File: config.mk
export PLATFORM = sky130hd
export DESIGN_NAME = mec_queue
export DESIGN_NICKNAME = d
export VERILOG_FILES = /design/src/rtl/mec_pkg.sv /design/src/rtl/mec_queue.sv
export SDC_FILE = /design/constraint.sdc
export NUM_CORES = 1
export LEC_CHECK = 0
export ABC_AREA = 1
export BUFFER_PORTS_ARGS = -buffer_cell sky130_fd_sc_hd__buf_2
export CAP_MARGIN = 20
export CORE_MARGIN = 2
export CORE_UTILIZATION = 41
export DETAILED_ROUTE_END_ITERATION = 10
export GPL_TIMING_DRIVEN = 0
export PLACE_DENSITY = 0.58
export SKIP_CTS_REPAIR_TIMING = 1
export SYNTH_ARGS = -nofsm -noshare
export SYNTH_HDL_FRONTEND = slang
export SYNTH_SLANG_ARGS = --single-unit
File: constraint.sdc
create_clock -name clk -period 5.2 [get_ports clk]
set_clock_uncertainty 0.1 [all_clocks]
set_input_delay 0.52 -clock clk [delete_from_list [all_inputs] [get_ports clk]]
set_output_delay 0.52 -clock clk [all_outputs]
set_load 0.01 [all_outputs]
File: src/rtl/mec_pkg.sv
// Package: shared types and constants of the Mahalanobis eigen classifier.
`default_nettype none

package mec_pkg;

  typedef enum logic {
    FUNC_SAMPLE = 1'b0,
    FUNC_EIGEN  = 1'b1
  } func_t;

  typedef struct packed {
    func_t              func;
    logic [7:0]         index;
    logic signed [15:0] feature;
    logic signed [15:0] mean;
    logic signed [15:0] component;
    logic [31:0]        eigenvalue;
    logic               last_component;
    logic               last_vector;
    logic [5:0]         class_id;
    logic               last_class;
  } item_t;

  typedef struct packed {
    logic [62:0] distance;
    logic [5:0]  result_class;
    logic [5:0]  best_class;
    logic        final_res;
    logic        zero_eigen;
  } result_t;

  localparam int ACC_W = 48;

  // One finished projection on its way to the back end.
  typedef struct packed {
    logic signed [ACC_W-1:0] acc;
    logic [31:0]             eigenvalue;
    logic                    last_vector;
    logic [5:0]              class_id;
    logic                    last_class;
  } vec_t;

  localparam int Q_DEPTH   = 8;
  localparam int Q_ADDR_W  = 3;
  localparam int Q_CNT_W   = 4;
  localparam int DIV_STEPS = 63;

  localparam logic [62:0] SAT63 = {63{1'b1}};

endpackage

`default_nettype wire

File: src/rtl/mec_queue.sv
// Queue of finished projections between the front and back ends.
`default_nettype none

module mec_queue (
  input  logic          clk,
  input  logic          rst,
  input  logic          push,
  input  mec_pkg::vec_t entry,
  output logic          room,
  output logic          avail,
  input  logic          pop,
  output mec_pkg::vec_t head
);
  import mec_pkg::*;

  vec_t                slots [Q_DEPTH];
  logic [Q_ADDR_W-1:0] wr_ptr;
  logic [Q_ADDR_W-1:0] rd_ptr;
  logic [Q_CNT_W-1:0]  count;

  // Up to two words still in the front pipeline may push after acceptance.
  assign room  = count <= Q_CNT_W'(Q_DEPTH - 3);
  assign avail = count != '0;
  assign head  = slots[rd_ptr];

  always_ff @(posedge clk) begin
    if (push) begin
      slots[wr_ptr] <= entry;
    end
  end

  always_ff @(posedge clk) begin
    if (rst) begin
      wr_ptr <= '0;
      rd_ptr <= '0;
      count  <= '0;
    end else begin
      if (push) begin
        wr_ptr <= wr_ptr + 1'b1;
      end
      if (pop) begin
        rd_ptr <= rd_ptr + 1'b1;
      end
      if (push && !pop) begin
        count <= count + 1'b1;
      end else if (pop && !push) begin
        count <= count - 1'b1;
      end
    end
  end

`ifndef SYNTH
  a_no_overflow: assert property (@(posedge clk) disable iff (rst)
    push |-> (count != Q_CNT_W'(Q_DEPTH)))
    else $error("queue push while full");
  a_no_underflow: assert property (@(posedge clk) disable iff (rst)
    pop |-> (count != '0))
    else $error("queue pop while empty");
  a_count_up: assert property (@(posedge clk) disable iff (rst)
    (push && !pop) |=> (count == $past(count) + 1'b1))
    else $error("queue count lost a push");
`endif

endmodule

`default_nettype wire

Yosys cells after proc, flatten, opt, wreduce, memory -nomap -nowiden. Memory sizes are Yosys's and may differ from the RTL's. A register that Yosys moved wholly into a read port is not among the register bits. Index checks and enable logic that the tools add are counted.

Add/subtract/negate cells: 4. Multiply operators: 0. Div/mod/pow operators: 0. Order comparisons: 1. Equal/unequal tests: 0. Shifts and indexed selects: 0. Multiplexer cells: 6. Bitwise logic cells: 0. Reduce and logical (&&, ||, !) cells: 6.

Operators by type and width (number): 4-bit 2-to-1 mux (2); 3-bit by 1-bit adder with 3-bit output (second input constant) (2); 3-bit 2-to-1 mux (2); 4-bit by 1-bit adder with 4-bit output (second input constant) (1); 4-bit by 3-bit <= comparator with 1-bit output (second input constant) (1); 4-bit nonzero test (1); 4-bit by 1-bit subtractor with 4-bit output (second input constant) (1); 1-bit logical AND (2); 1-bit logical NOT (2); 1-bit 2-to-1 mux (2); 2-bit nonzero test (1).

Flip-flop bits (word level): 10. Bits in latches: 0. RAM bits: 704. Memory bits (read-only): 0. Input port bits: 92. Output and inout bits: 90. Word-level logic and storage cells: 21. Memories kept: 1.

Memories: slots (depth 8, width 88, read ports 1, clocked after memory_dff 1, wr ports 1, RTL line mec_queue.sv:16) `vec_t slots [Q_DEPTH];`.

Depth between registers and ports, before layout.
Depth in word-level cells: 4. Gate-level depth with buffers: 11. Mapped depth without buffers: 11.

Least setup slack after synthesis. OpenSTA, ideal clock, no wires.

Path kind: in2reg. Start point: input port push. End point: memory slots[0][0] (netlist name) (enable). Setup time: 0.535 ns. Arrival: 4.559 ns. Data required time: 4.565 ns. Path slack: 0.006 ns. Stages: 3. Path buffers: 0. Cell sequence: inv_1 or2_2 nor2_1.

Word-level cells in the longest chain between the ends: 2.

RTL lines: from (decl) (RTL line mec_queue.sv:7) `input logic push,`; 1-bit 2-to-1 mux (RTL line mec_queue.sv:27) `if (push) begin`; 1-bit 2-to-1 mux (not written as such) (RTL line mec_queue.sv:28) `slots[wr_ptr] <= entry;`; to (decl) (RTL line mec_queue.sv:16).

No other way between the ends.

==> metrics.csv <==
stage;metric;value;unit
drt;routed wire length per instance;20.14;µm
layout;final core area utilization;0.4890;
layout;Filler cells;6126;
clocking;clock sink count;717;
sta;hold slack;0.07267;ns
place;dpl ws;2.035;ns
global_routing;largest net degree at the start of global routing;30;
sta;Max Freq;0.2602;GHz
power_and_ir_drop;Switching Fraction;0.2394;
power_and_ir_drop;worst vdd ir;0.0002102;V
power_and_ir_drop;Pwr per Cell Area;394.3;nW/µm²
synth;Post-Syn Nets;2524;
critical_path;critical path type;flip-flop to output port;
drt;vias per std cell;5.050;
floorplan;core area;68710;µm²
drt;DRT iter0 DRCs;1645;
run_status;outcome;finished, final reports clean;
critical_path;slowest cell on the critical path;clkbuf_1;
synth;top cell type's share of synthesized area;0.7414;
power_and_ir_drop;net load switching power;3.171;mW
place;buffers added on ports;181;
synth;Avg Cell Area, Syn;11.75;µm²
critical_path;CP arrival;3.22;ns
power_and_ir_drop;Power Total;13.25;mW
drt;DRC Markers;0;
hold_path;hold path depth;1;
sta;Tightest Pin Transition;1.089;ns
global_routing;first-pass GRT wire length;111500;µm
hold_path;Hold Path End;slots[0][77];
critical_path;Critical Path RT;4.58;ns
place;routability congestion estimate;0.7747;
job;maxcap violations;0;
sta;RSZ-0062 raised after global routing;no;
critical_path;terminus of the critical flop-to-flop path;slots[0][59];
synth;Main synth FF type;edfxtp_1;
hold_path;HP Start;entry[77];
floorplan;FP Rows;96;
sta;Final Slew Violations;0;
global_routing;GRT Util Overall;0.2091;
clocking;clock-pin transition on the worst setup and hold timing paths;0.06;ns
power_and_ir_drop;clock power share;0.400;
synth;ys async rst share;0;
floorplan;Ports;182;
clocking;Root Buffer;clkbuf_16;
power_and_ir_drop;Leak;12.37;nW
clocking;CTS max path bufs;3;
synth;Synth area leaders;edfxtp_1, nor2_1, nand2_1;
place;# placed instances;3563;
drt;total number of vias;18686;
synth;number of synthesized flops with an enable pin;704;
critical_path;Reg2Reg Launch Point;wr_ptr[0];
global_routing;vias in the first global route;18756;
synth;sequential share of the synthesized area;0.7505;
critical_path;Worst setup SP type;flip-flop;
power_and_ir_drop;Reg power frac;0.492;
layout;layout cells sized above 1;0.1432;
synth;Synth Cell Area;28510;µm²
floorplan;Die Ht;267.7;µm
sta;hold violation total from the final report;0;
critical_path;flop-to-flop setup slack;2.80;ns
sta;# setup viols final;0;
global_routing;global route total overflow;0;
drt;TritonRoute pass-1 iters;5;
floorplan;initial core utilization;0.4150;
critical_path;crit-path max FO;10;
drt;ANT nets after route;0;
synth;Yosys top cell by area;edfxtp_1;
hold_path;Worst Hold Class;input pin to flip-flop;
sta;Setup WS post-layout;1.357;ns
synth;most common cell in the netlist;nor2_1;
place;DP HPWL;47420;µm
clocking;TritonCTS clock tree;yes;
critical_path;reg2reg path depth;4;
floorplan;DIE AREA;71670;µm²
critical_path;CP top delay family;buffers and inverters;
sta;Max-slew headroom;0.2742;
layout;area delta synth->final;17.83;%
layout;Final Non-Filler Cells;3700;
critical_path;CP peak stage delay;0.80;ns
clocking;total CTS buffers;75;
synth;Synth Instances;2426;
critical_path;crit end category;output port;
power_and_ir_drop;Combinational Power Share;0.108;
floorplan;Die X-Extent;267.7;µm
synth;synth cell count leaders;nor2_1, edfxtp_1, nand2_1;
clocking;H-tree depth;3;
clocking;Skew-Pair Late Insertion Delay;0.61;ns
power_and_ir_drop;internal power;10.08;mW
drt;total wire length;74530;µm
synth;Ys Warns;0;
sta;Final Critical Period;3.843;ns
global_routing;initial antenna violation count;10;
critical_path;Bufs and invs on worst path;5;
critical_path;crit-path cells;clkbuf_1, inv_2, buf_2, buf_1, nand2_1, nand2_1, buf_2;
synth;number of synthesized register bits;717;
synth;Distinct cells, synth;23;
sta;period utilization;0.7391;
layout;# nets final;2807;
-- per-layer routing --
metal | GRT usage | up-vias | share of wire
li1 | - | 8884 | -
met1 | 0.2730 | 9011 | 0.42
met2 | 0.3463 | 642 | 0.48
met3 | 0.04321 | 141 | 0.071
met4 | 0.07595 | 8 | 0.030
met5 | 0 | - | 0.00081
-- cell families after synthesis --
logic type | count (synthesis) | share of synthesized area
compound gates | 363 | 0.06380
xor+xnor | 2 | 0.0006144
simple gates | 1187 | 0.1568
buf+inv | 151 | 0.02536
fa+ha+maj | 6 | 0.002896
flops | 717 | 0.7505
-- placed cells by master (no fill, tap or decap) --
cell,netlist,routed
o21ai_0,83,83
inv_1,12,12
diode_2,0,3
nor2_4,0,8
xor2_1,1,1
edfxtp_1,704,704
a21oi_1,9,9
buf_12,0,21
ha_1,5,5
buf_4,19,19
o21ai_1,270,270
nor3b_1,1,1
buf_6,2,2
clkinv_2,0,11
clkbuf_16,0,79
nor2_1,718,710
nand3_1,4,4
inv_6,0,1
buf_16,0,4
bufinv_16,0,8
clkinvlp_4,0,1
xnor2_1,1,1
buf_1,16,16
nand2_1,461,461
a211oi_1,1,1
buf_2,56,237
dfxtp_1,13,13
or2_2,2,2
fa_1,1,1
inv_2,3,3
clkbuf_1,43,57
clkinv_1,0,20
nor3_1,1,1
-- sequential cells by signal, indices dropped and copies added, names as in the netlist, named ones only --
| name | cells |
|---|---|
| rd_ptr | 3 |
| count | 4 |
| slots | 704 |
| wr_ptr | 3 |
-- worst max-delay path by stage --
stage | startpoint | endpoint | slack, ns | cells past startpoint
6_report | flip-flop | head[86] | 1.36 | 7
5_1_grt | flip-flop | head[86] | 1.27 | 7
4_1_cts | flip-flop | head[86] | 1.34 | 7
3_5_place_dp | flip-flop | head[86] | 2.03 | 7
3_3_place_gp | push | slots[4][56] | -3.74 | 4
2_1_floorplan | push | slots[0][0] | 0.006 | 3
-- power by group through the flow --
stage                     logic [mW]  registers (mW)  clock network, mW
after floorplan                0.810            6.65                  0
after global placement          1.39            6.67                  0
after detailed placement        1.44            6.64                  0
after CTS                       1.45            6.52               5.39
after global routing            1.60            6.52               5.61
final                           1.43            6.52               5.30
-- stage by stage --
step | cell area, µm² | setup TNS, ns
floorplan | 28510 | 0
CTS | 33590 | 0
detailed placement | 31170 | 0
global route | 33600 | 0
finish | 33600 | 0
global placement | 30580 | -2426.75
-- final cells by class --
| cell class | count | area (µm²) | share of cell area |
|---|---|---|---|
| clock inverters | 41 | 386.6 | 0.01151 |
| clock buffers | 93 | 2029 | 0.06040 |
| plain buffers | 136 | 666.9 | 0.01985 |
| multi-input cells | 1558 | 6450 | 0.1920 |
| well taps | 931 | 1165 | 0.03467 |
| repair buffers | 206 | 1436 | 0.04275 |
| flip-flops and latches | 717 | 21400 | 0.6369 |
| inverters | 15 | 56.30 | 0.001676 |
| diodes | 3 | 7.507 | 0.0002234 |
(Power assumes the default switching activity.)
