--- config.mk ---
export PLATFORM = sky130hd
export DESIGN_NAME = mec_front_flat
export DESIGN_NICKNAME = d
export VERILOG_FILES = /design/src/rtl/mec_pkg.sv /design/src/rtl/mec_if.sv /design/src/rtl/mec_front.sv /design/src/flat_wrapper.sv
export SDC_FILE = /design/constraint.sdc
export NUM_CORES = 2
export LEC_CHECK = 0
export BUFFER_PORTS_ARGS = -buffer_cell sky130_fd_sc_hd__buf_4
export CORE_ASPECT_RATIO = 1.75
export CORE_UTILIZATION = 57
export CTS_BUF_LIST = sky130_fd_sc_hd__clkbuf_8
export CTS_CLUSTER_DIAMETER = 150
export DETAILED_ROUTE_END_ITERATION = 6
export GPL_ROUTABILITY_DRIVEN = 1
export GPL_TIMING_DRIVEN = 0
export PLACE_DENSITY = 0.76
export SETUP_SLACK_MARGIN = 0.1
export SYNTH_ARGS = -nofsm -noshare
export SYNTH_HDL_FRONTEND = slang
export SYNTH_SLANG_ARGS = --single-unit
--- constraint.sdc ---
create_clock -name clk -period 9.2 [get_ports clk]
set_input_delay 0.46 -clock clk [delete_from_list [all_inputs] [get_ports clk]]
set_output_delay 0.46 -clock clk [all_outputs]
set_load 0.1 [all_outputs]
--- src/rtl/mec_pkg.sv ---
// Package: shared types and constants of the Mahalanobis eigen classifier.
`default_nettype none

package mec_pkg;

  typedef enum logic {
    FUNC_SAMPLE = 1'b0,
    FUNC_EIGEN  = 1'b1
  } func_t;

  typedef struct packed {
    func_t              func;
    logic [7:0]         index;
    logic signed [15:0] feature;
    logic signed [15:0] mean;
    logic signed [15:0] component;
    logic [31:0]        eigenvalue;
    logic               last_component;
    logic               last_vector;
    logic [5:0]         class_id;
    logic               last_class;
  } item_t;

  typedef struct packed {
    logic [62:0] distance;
    logic [5:0]  result_class;
    logic [5:0]  best_class;
    logic        final_res;
    logic        zero_eigen;
  } result_t;

  localparam int ACC_W = 48;

  // One finished projection on its way to the back end.
  typedef struct packed {
    logic signed [ACC_W-1:0] acc;
    logic [31:0]             eigenvalue;
    logic                    last_vector;
    logic [5:0]              class_id;
    logic                    last_class;
  } vec_t;

  localparam int Q_DEPTH   = 8;
  localparam int Q_ADDR_W  = 3;
  localparam int Q_CNT_W   = 4;
  localparam int DIV_STEPS = 63;

  localparam logic [62:0] SAT63 = {63{1'b1}};

endpackage

`default_nettype wire

--- src/rtl/mec_if.sv ---
// Interfaces: valid/ready channels for input words and result words.
`default_nettype none

interface mec_item_if;
  import mec_pkg::*;
  logic  valid;
  logic  ready;
  item_t data;
  modport source (output valid, output data, input ready);
  modport sink (input valid, input data, output ready);
endinterface


`default_nettype wire

--- src/rtl/mec_front.sv ---
// Front end: sample store, projection multiply-accumulate, vector hand-off.
`default_nettype none

module mec_front #(
  parameter int DIMENSIONS = 196
) (
  input  logic          clk,
  input  logic          rst,
  mec_item_if.sink      item,
  input  logic          room,
  output logic          push,
  output mec_pkg::vec_t entry
);
  import mec_pkg::*;

  localparam int AW = (DIMENSIONS > 1) ? $clog2(DIMENSIONS) : 1;

  logic signed [16:0] mem [DIMENSIONS];
  logic signed [16:0] rd_data;

  logic          fire;
  logic          idx_ok;
  logic          wr_en;
  logic [AW-1:0] addr;

  logic               s1_valid;
  logic               s1_ok;
  logic signed [15:0] s1_comp;
  logic [31:0]        s1_ev;
  logic               s1_lc;
  logic               s1_lv;
  logic [5:0]         s1_cls;
  logic               s1_lcl;

  logic               s2_valid;
  logic signed [32:0] prod;
  logic [31:0]        s2_ev;
  logic               s2_lc;
  logic               s2_lv;
  logic [5:0]         s2_cls;
  logic               s2_lcl;

  logic signed [ACC_W-1:0] acc;
  logic signed [ACC_W:0]   sum;
  logic signed [ACC_W-1:0] acc_next;

  assign item.ready = room;
  assign fire       = item.valid && item.ready;
  assign idx_ok     = {1'b0, item.data.index} < 9'(DIMENSIONS);
  assign addr       = item.data.index[AW-1:0];
  assign wr_en      = fire && (item.data.func == FUNC_SAMPLE) && idx_ok;

  always_ff @(posedge clk) begin
    if (wr_en) begin
      mem[addr] <= 17'(item.data.feature) - 17'(item.data.mean);
    end
    rd_data <= mem[addr];
  end

  always_comb begin
    sum = (ACC_W+1)'(acc) + (ACC_W+1)'(prod);
    if (sum[ACC_W] != sum[ACC_W-1]) begin
      acc_next = sum[ACC_W] ? {1'b1, {(ACC_W-1){1'b0}}} : {1'b0, {(ACC_W-1){1'b1}}};
    end else begin
      acc_next = sum[ACC_W-1:0];
    end
  end

  always_ff @(posedge clk) begin
    if (rst) begin
      s1_valid <= 1'b0;
      s2_valid <= 1'b0;
      acc      <= '0;
    end else begin
      s1_valid <= fire && (item.data.func == FUNC_EIGEN);
      s2_valid <= s1_valid;
      if (s2_valid) begin
        acc <= s2_lc ? '0 : acc_next;
      end
    end
  end

  always_ff @(posedge clk) begin
    s1_ok   <= idx_ok;
    s1_comp <= item.data.component;
    s1_ev   <= item.data.eigenvalue;
    s1_lc   <= item.data.last_component;
    s1_lv   <= item.data.last_vector;
    s1_cls  <= item.data.class_id;
    s1_lcl  <= item.data.last_class;
    if (s1_ok) begin
      prod <= 33'(rd_data) * 33'(s1_comp);
    end else begin
      prod <= '0;
    end
    s2_ev  <= s1_ev;
    s2_lc  <= s1_lc;
    s2_lv  <= s1_lv;
    s2_cls <= s1_cls;
    s2_lcl <= s1_lcl;
  end

  assign push              = s2_valid && s2_lc;
  assign entry.acc         = acc_next;
  assign entry.eigenvalue  = s2_ev;
  assign entry.last_vector = s2_lv;
  assign entry.class_id    = s2_cls;
  assign entry.last_class  = s2_lcl;

endmodule

`default_nettype wire

--- src/flat_wrapper.sv ---
// flat-port wrapper written by rule: the top's interface ports become plain ports
module mec_front_flat import mec_pkg::*;
#(
  parameter int DIMENSIONS = 196
)
  (clk, rst, room, push, entry, item_valid, item_data, item_ready);
  mec_item_if item_i ();
  input  logic clk;
  input  logic rst;
  input  logic room;
  output logic push;
  output mec_pkg::vec_t entry;
  input wire logic [$bits(item_i.valid)-1:0] item_valid;
  input wire logic [$bits(item_i.data)-1:0] item_data;
  output wire logic [$bits(item_i.ready)-1:0] item_ready;
  assign item_i.valid = item_valid;
  assign item_i.data = item_data;
  assign item_ready = item_i.ready;
  mec_front #(.DIMENSIONS(DIMENSIONS)) u_core (.clk(clk), .rst(rst), .item(item_i), .room(room), .push(push), .entry(entry));
endmodule
### Yosys cells after proc, flatten, opt, wreduce, memory -nomap -nowiden

Memory sizes are Yosys's and may differ from the RTL's. A register that Yosys moved wholly into a read port is not among the register bits.
Cells that the tools add are included.
Widths: inputs -> output; s select.

| word-level totals | value |
|---|---|
| bits in writable memories | 3332 |
| output and inout port bits | 90 |
| input bits | 102 |
| word-level logic and storage cells | 33 |
| memories kept | 1 |
| register bits after elaboration | 182 |

| operators by class | value |
|---|---|
| reductions and logical operators | 5 |
| $lt $le $gt $ge | 1 |
| eq/ne operators | 1 |
| multiply operators | 1 |
| $add $sub $neg | 2 |
| multiplexer cells | 5 |
| bitwise operators | 1 |

Memories:

| name | depth | width | rd ports | clocked after Yosys merged registers in | write ports | line | source |
|---|---|---|---|---|---|---|---|
| u_core.mem | 196 | 17 | 1 | 1 | 1 | mec_front.sv:18 | `logic signed [16:0] mem [DIMENSIONS];` |

Operators by type and width:

| cell | number |
|---|---|
| $mux 48 | 3 |
| $add 48x33->49 | 1 |
| $mul 17x16->33 | 1 |
| $sub 16x16->17 | 1 |
| $lt 8x8->1 const B | 1 |
| $logic_and 1x1->1 | 5 |
| $mux 1 | 2 |
| $ne 1x1->1 | 1 |
| $not 1->1 | 1 |

### Logic depth before layout (Yosys ltp)

| logic depth | value |
|---|---|
| word-level depth | 5 |
| mapped depth | 25 |
| gate-level depth less buffers | 23 |

### Worst setup path before layout

Ideal clock, no wire load.

| timing path | value |
|---|---|
| path kind | input to register |
| start | in item_data[73] |
| end | mem u_core.mem[0][14], data pin |
| setup time | 1.373 ns |
| required time | 7.827 ns |
| data arrival time | 7.876 ns |
| cell stages on the path | 13 |
| path slack | -0.050 ns |
| buffers on the path | 0 |
| cells stage by stage | inv_1 ha_1 fa_1 nor2b_1 o21ai_0 a21boi_0 o21ai_0 a21boi_0 o21ai_0 a21o_1 a211oi_1 o21ai_0 a31oi_1 |

| between the ends | value |
|---|---|
| word-level cells in the longest chain between the ends | 1 |

RTL lines:

| item | line | source |
|---|---|---|
| start: declaration | flat_wrapper.sv:14 | `input wire logic [$bits(item_i.data)-1:0] item_data;` |
| $sub 16x16->17 | mec_front.sv:55 | `mem[addr] <= 17'(item.data.feature) - 17'(item.data.mean);` |
| end: declaration | mec_front.sv:18 |  |

Every way passes these cells.

### Worst setup path after layout

| timing path | value |
|---|---|
| start | reg u_core.s1_comp[2] |
| end | reg u_core.prod[29] |

| between the ends | value |
|---|---|
| word-level cells in the longest chain between the ends | 1 |

RTL lines:

| item | line | source |
|---|---|---|
| start: declaration | mec_front.sv:28 | `logic signed [15:0] s1_comp;` |
| start signal: assignment | mec_front.sv:85 | `s1_comp <= item.data.component;` |
| $mul 17x16->33 | mec_front.sv:92 | `prod <= 33'(rd_data) * 33'(s1_comp);` |
| end signal: assignment | mec_front.sv:92 |  |
| end: declaration | mec_front.sv:36 | `logic signed [32:0] prod;` |

Every way passes these cells.
A chain may end at the register's enable or synchronous reset.

==> results by group <==
Setup path
  – CP Data Required Time: 10,100 ps
  – Crit path kind: reg -> reg
  – Worst setup EP type: flop
  – Crit path launch type: flop
  – Crit-path max FO: 10
  – Critical path arrival: 9310 ps

Final layout
  – Fill cells: 16,100
  – Post-route insts no fill: 11,900
  – Layout Area Growth over Synthesis: 14.8%
  – Layout Nets: 8,689
  – Layout cells sized above 1: 30.3%

Clock network
  – Total clock sinks: 3,531
  – Clk Latency, worst-skew pair: approximately 1100 ps
  – Num CTS Buffers: 469
  – Post CTS Setup Buffer Count: 0
  – Number of hold buffers added after CTS: 102
  – Clk root buf: clkbuf_8
  – PostCTS Resize Cnt: 0
  – CTS clk-pin slew, worst paths: 70 ps
  – CTS HTree Levels: 5
  – CTS tree: yes
  – Maximum clock insertion buffer count: 4

Run status
  – Violated checks: DRC, capacitance limit, slew limit
  – Status: finished with violations

GRT
  – Met1 Track Usage GR: 46.5%
  – Met2 usage: about 67%
  – Vias in the first global route: 83,800
  – GRT busiest layer: met2
  – Initial antenna violation count: 56
  – First-pass GRT wire length: 736,000 microns
  – Total GRT Usage: 44.2%
  – Largest net degree at the start of global routing: 133
  – Gr ovfl total: 0
  – Met3 Usage GRT: 15.8%

Synth
  – Post-synth top flop: edfxtp_1
  – Syn. warnings: 0
  – Post-synth ARST share: 0%
  – Post-synth EDFFs: between 3,000 and 4,000
  – Net Count, Synth: 7,675
  – Cell count after synthesis: a little over 7,000
  – Synth Register Bits: 3,531
  – Syn Area/Cell: 20.5 sq um
  – Seq/Total Area, Yosys: 71.0%
  – Number of library cell types mapped by synthesis: 71
  – Mapped Area: 146,000 sq um

Power
  – Cell Pwr Density: 305 nW/um^2
  – Peak VDD IR: 0.00124 V
  – Leakage power: between 0.05 and 0.06 uW

Floorplanning
  – # IOs: approximately 190
  – Die Y-Extent: 673 microns
  – Row Count: 245
  – Horiz. Die Dim: slightly below 400 microns
  – Core Region: between 200,000 and 300,000 sq um
  – Starting Density: 57.4%
  – Die area: 259,000 sq um

Timing
  – Slew headroom: -8.22%
  – Final worst-path cycle share: 91.4%
  – Tmin final: 8410 ps
  – Layout Skew: 111 ps
  – TNS Setup: 0 ps
  – FMAX: 0.119 GHz
  – Final slew viol count: 40
  – Hold Vio Cnt, Final: 0
  – Worst-margin pin slew: 1620 ps
  – Final setup margin: 791 ps
  – Setup violations, final: 0
  – Setup repair after global routing missed its margin: false

Job
  – Max-Cap Viols: 4

Detailed routing
  – Vias: around 86,000
  – Final wirelength: 565,000 microns
  – Antenna-violating nets left: 0
  – Vias per cell: 7.22
  – Initial drt markers: approximately 15,000
  – Remaining routing DRC violations: 4
  – Routed len/inst: 47.3 microns
  – First drt pass iteration count: 7

Placement
  – Routability cong.: 1.06
  – Placed insts: 10,900
  – IO buf count: 186
  – DPL Wire Length: 385,000 microns
  – Pre-CTS WS: 876 ps

Worst hold path
  – Hold WC Path Type: in -> reg
cells in the final DEF, fill, tap and decap left out, types with 106 or more instances in the layout:
| cell type | Yosys | final |
|---|---|---|
| edfxtp_1 | 3332 | 3332 |
| mux4_2 | 1051 | 1051 |
| clkbuf_8 | 0 | 474 |
| inv_1 | 344 | 459 |
| fa_1 | 278 | 278 |
| nand2_1 | 234 | 234 |
| buf_4 | 36 | 226 |
| dfxtp_1 | 199 | 199 |
| ha_1 | 148 | 148 |
| and2_1 | 145 | 145 |
| clkinv_1 | 2 | 134 |
| buf_2 | 91 | 108 |
| a21oi_1 | 106 | 106 |
metal layers:
metal	share of wire [%]	routed length (microns)
met1	27	155000
met2	46	259000
met3	14	77700
met4	13	73100
met5	0.048	269
report_power, final:
part / internal (uW) / total, uW / switching (uW)
logic: 6840 / 21200 / 14300
registers: 18500 / 18600 / 110
clock network: 5390 / 11500 / 6120
total: 30700 / 51200 / 20600
cell usage after synthesis, drive strengths merged (8+ instances only):
master  count  area (sq um)
clkbuf    196           736
edfxtp   3332        100000
inv       344          1290
xor2       31           272
dfxtp     199          3980
a31oi      13          81.3
nor2      295          1110
a32oi      11          96.3
xnor2      48           420
buf       172          1040
nor3       27           135
o31ai       8          65.1
nand3      48           240
a21oi     107           539
nand2b     15          93.8
nor2b      18           113
a211oi     12           103
mux2       11           124
fa        278          5570
nand2     234           878
a21o       58           435
a22oi      26           200
maj3       39           390
a22o       48           420
and3       18           113
nand4      11          68.8
o21bai     14           105
o21ai      68           340
mux2i      26           260
ha        148          1850
mux4     1051         23700
or3         8          50.1
o21a       14           105
and2      147           920
final timing paths:
kind                      from                  end  slack [ps]  cells past startpoint
max          u_core.s1_comp[2]      u_core.prod[29]         790                     20
min              item_data[87]  u_core.mem[159][16]           2                      4
max reg2reg  u_core.s1_comp[2]      u_core.prod[29]         790                     20
min reg2reg    u_core.s1_ev[2]      u_core.s2_ev[2]         330                      0
cell type report:
cell class              instances  area, sq um  area share, %
plain buffers                 368         1920           1.14
clock buffers                 474         6520           3.88
diodes                         66          165         0.0982
flip-flops and latches       3531       104000           61.9
clock inverters               376         2230           1.33
multi-input cells            2902        40500           24.1
repair buffers                543         7360           4.38
well taps                    3334         4170           2.48
inverters                     346         1310          0.778
worst max-delay path, cell delays in order, from the launching register on:
cell       delay (ps)
dfxtp_1           720
clkbuf_1          600
nand2_1           210
inv_1             120
fa_1              570
fa_1              960
fa_1              550
fa_1              500
fa_1              490
inv_1              50
fa_1              690
inv_1              80
ha_1              360
nand3_1            90
nor2_1            140
nand3_1           130
nor3_1            300
o2111ai_1         220
a31oi_1           360
nor3_1             90
nor3_1            930
cell families after synthesis:
kind of cell,share of synthesized area [%]
fa+ha+maj,5.33
simple gates,2.65
flops,71.0
xor+xnor,0.472
mux,16.4
compound gates,1.98
buf+inv,2.10
stage by stage:
| step | util, % | cell area (sq um) | hold slack [ps] | power, uW |
|---|---|---|---|---|
| after floorplan | - | 146000 | 310 | 31600 |
| after global placement | 59.6 | 152000 | 310 | 39400 |
| after detailed placement | 62.0 | 158000 | 312 | 39600 |
| after CTS | 65.9 | 168000 | 1.64 | 50700 |
| after global routing | 65.9 | 168000 | 29.8 | 53000 |
| final | 66.0 | 168000 | 2.14 | 51200 |
sequential cells by signal, summed over array words and instances (netlist names):
signal / cells
u_core.s1_ev: 32
u_core.s1_comp: 16
u_core.s2_ev: 32
u_core.s1_cls: 6
u_core.s2_lcl: 1
u_core.s1_ok: 1
u_core.s1_valid: 1
u_core.s2_valid: 1
u_core.rd_data: 17
u_core.s1_lv: 1
u_core.acc: 48
u_core.s1_lcl: 1
u_core.s2_lv: 1
u_core.prod: 33
u_core.mem: 3332
u_core.s1_lc: 1
u_core.s2_cls: 6
u_core.s2_lc: 1
(Power assumes the default switching activity.)
