**config.mk**
```make
export PLATFORM = sky130hd
export DESIGN_NAME = mec_back_flat
export DESIGN_NICKNAME = d
export VERILOG_FILES = /design/src/rtl/mec_pkg.sv /design/src/rtl/mec_if.sv /design/src/rtl/mec_back.sv /design/src/flat_wrapper.sv
export SDC_FILE = /design/constraint.sdc
export NUM_CORES = 2
export LEC_CHECK = 0
export ABC_AREA = 1
export ABC_CLOCK_PERIOD_IN_PS = 14850
export BUFFER_PORTS_ARGS = -buffer_cell sky130_fd_sc_hd__buf_2
export CELL_PAD_IN_SITES_DETAIL_PLACEMENT = 1
export CELL_PAD_IN_SITES_GLOBAL_PLACEMENT = 2
export CORE_ASPECT_RATIO = 1.2
export CORE_MARGIN = 5
export CORE_UTILIZATION = 44
export CTS_CLUSTER_DIAMETER = 80
export DETAILED_ROUTE_END_ITERATION = 10
export HOLD_SLACK_MARGIN = 0.1
export PLACE_DENSITY_LB_ADDON = 0.1
export SETUP_SLACK_MARGIN = 0.3
export SLEW_MARGIN = 30
export SYNTH_ARGS = -nofsm -noshare
export SYNTH_HDL_FRONTEND = slang
export SYNTH_SLANG_ARGS = --single-unit
```
**constraint.sdc**
```tcl
create_clock -name clk -period 14.85 [get_ports clk]
set_input_delay 0 -clock clk [delete_from_list [all_inputs] [get_ports clk]]
set_output_delay 0 -clock clk [all_outputs]
set_load 0.005 [all_outputs]
```
**src/rtl/mec_pkg.sv**
```systemverilog
// Package: shared types and constants of the Mahalanobis eigen classifier.
`default_nettype none

package mec_pkg;

  typedef enum logic {
    FUNC_SAMPLE = 1'b0,
    FUNC_EIGEN  = 1'b1
  } func_t;

  typedef struct packed {
    func_t              func;
    logic [7:0]         index;
    logic signed [15:0] feature;
    logic signed [15:0] mean;
    logic signed [15:0] component;
    logic [31:0]        eigenvalue;
    logic               last_component;
    logic               last_vector;
    logic [5:0]         class_id;
    logic               last_class;
  } item_t;

  typedef struct packed {
    logic [62:0] distance;
    logic [5:0]  result_class;
    logic [5:0]  best_class;
    logic        final_res;
    logic        zero_eigen;
  } result_t;

  localparam int ACC_W = 48;

  // One finished projection on its way to the back end.
  typedef struct packed {
    logic signed [ACC_W-1:0] acc;
    logic [31:0]             eigenvalue;
    logic                    last_vector;
    logic [5:0]              class_id;
    logic                    last_class;
  } vec_t;

  localparam int Q_DEPTH   = 8;
  localparam int Q_ADDR_W  = 3;
  localparam int Q_CNT_W   = 4;
  localparam int DIV_STEPS = 63;

  localparam logic [62:0] SAT63 = {63{1'b1}};

endpackage

`default_nettype wire

```
**src/rtl/mec_if.sv**
```systemverilog
// Interfaces: valid/ready channels for input words and result words.
`default_nettype none


interface mec_result_if;
  import mec_pkg::*;
  logic    valid;
  logic    ready;
  result_t data;
  modport source (output valid, output data, input ready);
  modport sink (input valid, input data, output ready);
endinterface

`default_nettype wire

```
**src/rtl/mec_back.sv**
```systemverilog
// Back end: square, divide by eigenvalue, class distance, argmin, result word.
`default_nettype none

module mec_back #(
  parameter int MAX_CLASSES = 64
) (
  input  logic          clk,
  input  logic          rst,
  input  logic          q_avail,
  input  mec_pkg::vec_t q_head,
  output logic          q_pop,
  mec_result_if.source  result
);
  import mec_pkg::*;

  typedef enum logic [2:0] {
    B_IDLE,
    B_SQUARE,
    B_CHECK,
    B_DIVIDE,
    B_ACCUM
  } state_t;

  state_t state;

  logic [32:0] mag;
  logic [63:0] sq;
  logic [31:0] ev;
  logic        lv;
  logic [5:0]  cls;
  logic        lcl;
  logic [31:0] rem;
  logic [62:0] quo;
  logic [5:0]  step;

  logic [62:0] class_dist;
  logic        zero_seen;
  logic [62:0] best_dist;
  logic [5:0]  best_idx;

  logic    res_valid;
  result_t res;

  logic [ACC_W:0] neg_round;
  logic [32:0]    mag_in;
  logic [32:0]    trial;
  logic           ge;
  logic [63:0]    dist_sum;
  logic [62:0]    dist_new;
  logic           zero_new;
  logic           take_best;
  logic           emit_ok;
  logic           emit;

  always_comb begin
    neg_round = (ACC_W+1)'(-((ACC_W+1)'(q_head.acc))) + (ACC_W+1)'(32767);
    if (q_head.acc[ACC_W-1]) begin
      mag_in = neg_round[ACC_W-1:15];
    end else begin
      mag_in = {1'b0, q_head.acc[ACC_W-2:15]};
    end
  end

  assign trial     = {rem, quo[62]};
  assign ge        = trial >= {1'b0, ev};
  assign dist_sum  = {1'b0, class_dist} + {1'b0, quo};
  assign dist_new  = dist_sum[63] ? SAT63 : dist_sum[62:0];
  assign zero_new  = zero_seen || (ev == '0);
  assign take_best = (7'(cls) < 7'(MAX_CLASSES)) && (dist_new < best_dist);
  assign emit_ok   = !res_valid || result.ready;
  assign emit      = (state == B_ACCUM) && lv && emit_ok;
  assign q_pop     = (state == B_IDLE) && q_avail;

  assign result.valid = res_valid;
  assign result.data  = res;

  always_ff @(posedge clk) begin
    if (rst) begin
      state      <= B_IDLE;
      res_valid  <= 1'b0;
      class_dist <= '0;
      zero_seen  <= 1'b0;
      best_dist  <= SAT63;
      best_idx   <= '0;
    end else begin
      if (emit) begin
        res_valid <= 1'b1;
      end else if (result.ready) begin
        res_valid <= 1'b0;
      end
      unique case (state)
        B_IDLE: begin
          if (q_avail) begin
            mag   <= mag_in;
            ev    <= q_head.eigenvalue;
            lv    <= q_head.last_vector;
            cls   <= q_head.class_id;
            lcl   <= q_head.last_class;
            state <= B_SQUARE;
          end
        end
        B_SQUARE: begin
          if (mag[32]) begin
            sq <= '1;
          end else begin
            sq <= 64'(mag[31:0]) * 64'(mag[31:0]);
          end
          state <= B_CHECK;
        end
        B_CHECK: begin
          // Quotient reaching 2^63 or a zero eigenvalue saturates the term.
          if ((ev == '0) || ({15'b0, sq[63:47]} >= ev)) begin
            quo   <= SAT63;
            state <= B_ACCUM;
          end else begin
            rem   <= {15'b0, sq[63:47]};
            quo   <= {sq[46:0], 16'b0};
            step  <= '0;
            state <= B_DIVIDE;
          end
        end
        B_DIVIDE: begin
          quo  <= {quo[61:0], ge};
          rem  <= ge ? 32'(trial - {1'b0, ev}) : trial[31:0];
          step <= step + 1'b1;
          if (step == 6'(DIV_STEPS - 1)) begin
            state <= B_ACCUM;
          end
        end
        B_ACCUM: begin
          if (!lv) begin
            class_dist <= dist_new;
            zero_seen  <= zero_new;
            state      <= B_IDLE;
          end else if (emit_ok) begin
            res.distance     <= dist_new;
            res.result_class <= cls;
            res.best_class   <= take_best ? cls : best_idx;
            res.final_res    <= lcl;
            res.zero_eigen   <= zero_new;
            class_dist       <= '0;
            zero_seen        <= 1'b0;
            if (lcl) begin
              best_dist <= SAT63;
              best_idx  <= '0;
            end else if (take_best) begin
              best_dist <= dist_new;
              best_idx  <= cls;
            end
            state <= B_IDLE;
          end
        end
        default: state <= B_IDLE;
      endcase
    end
  end

`ifndef SYNTH
  a_rem_below_divisor: assert property (@(posedge clk) disable iff (rst)
    (state == B_DIVIDE) |-> (rem < ev))
    else $error("divider remainder not below eigenvalue");
  a_zero_saturates: assert property (@(posedge clk) disable iff (rst)
    res_valid |-> (!res.zero_eigen || (res.distance == SAT63)))
    else $error("zero eigenvalue without saturated distance");
  a_best_cleared: assert property (@(posedge clk) disable iff (rst)
    ((state == B_ACCUM) && lv && lcl && emit_ok) |=>
      ((best_dist == SAT63) && (best_idx == '0)))
    else $error("best class not cleared after final class");
`endif

endmodule

`default_nettype wire

```
**src/flat_wrapper.sv**
```systemverilog
// flat-port wrapper written by rule: the top's interface ports become plain ports
module mec_back_flat import mec_pkg::*;
#(
  parameter int MAX_CLASSES = 64
)
  (clk, rst, q_avail, q_head, q_pop, result_valid, result_data, result_ready);
  mec_result_if result_i ();
  input  logic clk;
  input  logic rst;
  input  logic q_avail;
  input  mec_pkg::vec_t q_head;
  output logic q_pop;
  output wire logic [$bits(result_i.valid)-1:0] result_valid;
  output wire logic [$bits(result_i.data)-1:0] result_data;
  input wire logic [$bits(result_i.ready)-1:0] result_ready;
  assign result_valid = result_i.valid;
  assign result_data = result_i.data;
  assign result_i.ready = result_ready;
  mec_back #(.MAX_CLASSES(MAX_CLASSES)) u_core (.clk(clk), .rst(rst), .q_avail(q_avail), .q_head(q_head), .q_pop(q_pop), .result(result_i));
endmodule
```
After elaboration in Yosys (flattened, before gate mapping). Index checks and enable logic that the tools add are counted.

$add $sub $neg: 5. $lt $le $gt $ge: 3. Multiply operators: 1. Bitwise logic cells: 1. Eq/ne operators: 10. Reductions and logical operators: 21. Multiplexer cells: 25.

Operators with widths (count): 2-to-1 mux 63 bit (6); one-hot mux 63 bit (2 select lines) (1); 2-to-1 mux 32 bit (3); adder 63 x 63 -> 64 bit (1); multiplier 32 x 32 -> 64 bit (1); one-hot mux 32 bit (2 select lines) (1); less-than comparator 63 bit (1); adder 48 x 16 -> 48 bit, second input constant (1); negation 48 bit (1); >= comparator 33 x 32 -> 1 bit (1); >= comparator 17 x 32 -> 1 bit (1); logical NOT 32 bit (1); subtractor 32 bit (1); 2-to-1 mux 6 bit (3); 2-to-1 mux 3 bit (5); one-hot mux 3 bit (5 select lines) (1); one-hot mux 6 bit (2 select lines) (1); AND reduction 3 bit (4); AND reduction 4 bit (2); adder 6 x 1 -> 6 bit, second input constant (1); equality test 3 x 2 -> 1 bit, second input constant (2); equality test 6 bit, second input constant (1); != test 2 bit, second input constant (3); AND reduction 2 bit (3); 11 further kinds (20).

Bits of input ports: 92. Logic and storage cells: 87. Flip-flop bits (word level): 452.

Longest topological paths before layout.
Word-level depth: 5. Mapped depth: 35. Gate-level depth less buffers: 33.

Worst setup path after synthesis. Ideal clock, no wire load.

Path type: flip-flop to flip-flop. From: reg u_core.mag[4]. To: reg u_core.sq[60], data pin. Stages on the path, launching flop included: 34. Arrival time: 7.095 ns. Setup slack: 7.493 ns. Library setup time: 0.262 ns. Path buffers: 2. Data required time: 14.588 ns. Cell sequence: edfxtp_1 -> clkbuf_1 -> buf_1 -> nand2_1 -> fa_1 -> inv_1 -> fa_1 -> inv_1 -> fa_1 -> fa_1 -> inv_1 -> fa_1 -> inv_1 -> fa_1 -> inv_1 -> fa_1 -> inv_1 -> fa_1 -> inv_1 -> ha_1 -> nand2_1 -> inv_1 -> a21oi_1 -> inv_1 -> a21oi_1 -> o21ai_0 -> nand2_1 -> nand3_1 -> nand2_1 -> o2111ai_1 -> nand3_1 -> o2111ai_1 -> a21oi_1 -> o21ai_0.

Word-level cells in the longest chain between the ends: 1.

RTL lines: start, declared (line mec_back.sv:26) `logic [32:0] mag;`; start signal, assigned (line mec_back.sv:94) `mag <= mag_in;`; multiplier 32 x 32 -> 64 bit (line mec_back.sv:106) `sq <= 64'(mag[31:0]) * 64'(mag[31:0]);`; end signal, assigned (line mec_back.sv:106); end, declared (line mec_back.sv:27) `logic [63:0] sq;`.

No other way between the ends. A chain may end at the register's enable or synchronous reset.

Final worst setup path.
From: reg u_core.mag[20]. To: reg u_core.sq[57], data pin.

The elaborated chain is that of the path after synthesis.

==> impl_results.md <==
- Flops & latches, synth: 452
- R2R depth: 27
- Final worst path period share: 58.8%
- Register area share after synthesis: 21.8%
- Crit path time final: 8730 ps
- Drt first pass iters: 5
- CTS root buf: clkbuf_16
- Status: finished, final reports clean
- Final Hold Viols: 0
- CTS tree: done
- Post-Syn Area: 55900 um2
- Levels on crit path: 27
- Worst hold stages: 2
- Post-Route WL: 169 mm
- Post-synth top area share: 28.4%
- Global routing's busiest layer: met2
- Synth warn: 0
- Met3 Use GR: 1.97%
- # setup viols final: 0
- Post-DRT Antenna Nets: 0
- RSZ-0062 raised after global routing: false
- Crit path arrival time: 9130 ps
- Die span in x: 335 um
- Die area: 134000 um2
- CP Class: flip-flop to flip-flop
- Clk pin slew, worst setup/hold paths: 60 ps
- Most used cell, CP: fa_1
- Slew headroom: 31.9%
- Largest delay contributor family on the critical path: adder cells
- Netlist cell types: 61
- Rows: 143
- Drt via density: 5.09
- Area leader, netlist: fa_1
- First-pass GRT wire length: 268 mm
- CTS sink count: 452
- Die Y: 401 um
- CTS max path bufs: 3
- Post-synth ARST share: 0%
- Critical path fanouts, max: 18
- Slew Limit Fails: 0
- Area Overhead vs Synth: 10.3%
- CTS buffer count: 50
- PortBufs: 155
- Highest-delay cell along the critical path: edfxtp_1
- DRC violations left: 0
- Wirelength per Cell: 19.8 um
- Global route overflow: 0
- Clock latency on the worst-skew pair: 660 ps
- Avg Inst Size Synth: 8.45 um2
- Number of synthesized flops with an enable pin: 315
- Skew final: 58.5 ps
- Post-synth top flop: edfxtp_1
- Final hold slack: 157 ps
- Final TNS setup: 0 ps
- Via Count: 43400
- Met2 Track Usage GR: 46.8%
- CP Data Required Time: 15250 ps
- Max incr delay on CP: 1010 ps
- Path type of the worst min-delay path: input port to flip-flop
- Nets: 8181
- Crit start category: flip-flop
- Max_cap viols: 0
- F_max: 0.115 GHz
- Core Area: 126000 um2
- RePlAce Congestion: 0.872
- DRT iter0 DRCs: 1659
- H-tree depth: 2
- Synthesized instance count: 6617
- Syn Nets: 7972
- Commonest non-fill, non-tap cell in the layout: inv_1
- Largest cells by area after synthesis: fa_1 28%, edfxtp_1 17%, inv_1 11%, ha_1 10%, nand2_1 7.8%
- Share of cells above drive strength 1: 7.62%
- Post-CTS Resized: 0
- Pin count of the biggest net entering global routing: 68
- WP buf/inv: 8
- CP Capture Type: flip-flop
- Global routing usage on met1: 31.0%
- Most frequent cells in the layout: 1685 x inv_1, 1164 x nand2_1, 794 x fa_1
- Vias in the first global route: 49100
- GRT Overall Usage: 25.3%
- Ports: 171
- Initial antenna violation count: 5
- # Post-CTS Setup Buffers: 0
- Initial core utilization: 44.2%
- Post-DP HPWL: 131 mm
- Slew @ Worst Pin: 1010 ps
metrics by stage:
stage,instance area [um2],util (%),setup slack [ps],std cells
2_1_floorplan,55900,-,7490,6617
3_3_place_gp,58400,46.2,6220,8291
3_5_place_dp,58400,46.2,6110,8294
4_1_cts,61700,48.7,6070,8534
5_1_grt,61700,48.8,5820,8537
6_report,61700,48.8,6120,8537
final timing paths:
path / startpoint / end / slack (ps)
max: u_core.mag[20] / u_core.sq[57] / 6120
min: q_head[11] / u_core.ev[3] / 160
max reg2reg: u_core.mag[20] / u_core.sq[57] / 6120
min reg2reg: u_core.cls[5] / u_core.result.data[13] / 450
flip-flops by register name, indices dropped and copies added, names as in the netlist, 3 cells and up:
register,cells
u_core.best_dist,63
u_core.best_idx,6
u_core.class_dist,63
u_core.cls,6
u_core.ev,32
u_core.mag,33
u_core.quo,63
u_core.rem,32
u_core.result.data,77
u_core.sq,64
u_core.state,3
u_core.step,6
final cells by class:
class                           count  area, um2
Antenna cell                        2       5.00
Fill cell                       15000      64800
Inverter                         1700       6380
Multi-Input combinational cell   4261      36500
Clock buffer                       57       1300
Sequential cell                   452      12200
Tap cell                         1667       2090
Clock inverter                     37        463
Timing Repair Buffer              361       2730
cells by family (layout without fill, tap and decap cells):
group | count (synthesis) | after routing | share of synthesized area, %
simple gates | 2076 | 2076 | 16.4
other cells | 0 | 2 | 0
compound gates | 801 | 801 | 8.01
xor+xnor | 121 | 121 | 1.89
flops | 452 | 452 | 21.8
fa+ha+maj | 1263 | 1263 | 38.9
buf+inv | 1904 | 2155 | 13.0
cell usage after synthesis (55+ instances only):
cell type / instances
inv_1: 1686
nand2_1: 1165
fa_1: 794
ha_1: 469
a21oi_1: 435
nor2_1: 390
edfxtp_1: 315
nand3_1: 195
clkbuf_1: 171
o21ai_0: 155
dfxtp_1: 137
nand2_2: 69
xor2_1: 66
nand3_2: 61
nand4_1: 55
xnor2_1: 55
worst reg2reg max path, stage by stage (launching register included):
cell	delay, ps
edfxtp_1	1010
buf_4	450
nand2_1	190
fa_1	560
inv_1	60
fa_1	430
fa_1	520
inv_1	50
fa_1	500
inv_1	70
fa_1	560
fa_1	450
fa_1	510
inv_1	60
fa_1	510
inv_1	50
ha_1	360
a21oi_1	280
inv_1	70
a31oi_1	280
inv_1	70
a21oi_1	240
o2111ai_1	320
nand2_1	160
o211ai_1	250
a21o_1	250
a21oi_1	120
o21ai_0	110
per-layer routing:
metal	wire, um	up-vias
met5	0	-
met4	6490	0
met3	4330	252
met2	87400	595
met1	70500	21900
li1	-	20700
timing repair:
| item | in CTS | in global routing |
|---|---|---|
| hold buffers | 146 | 0 |
| endpoints found under the hold margin | 97 | 0 |
| endpoints found under the setup margin | 0 | 0 |
Power is not shown: default switching activity piles up to over one toggle a cycle in this logic, so the estimate is an artifact.
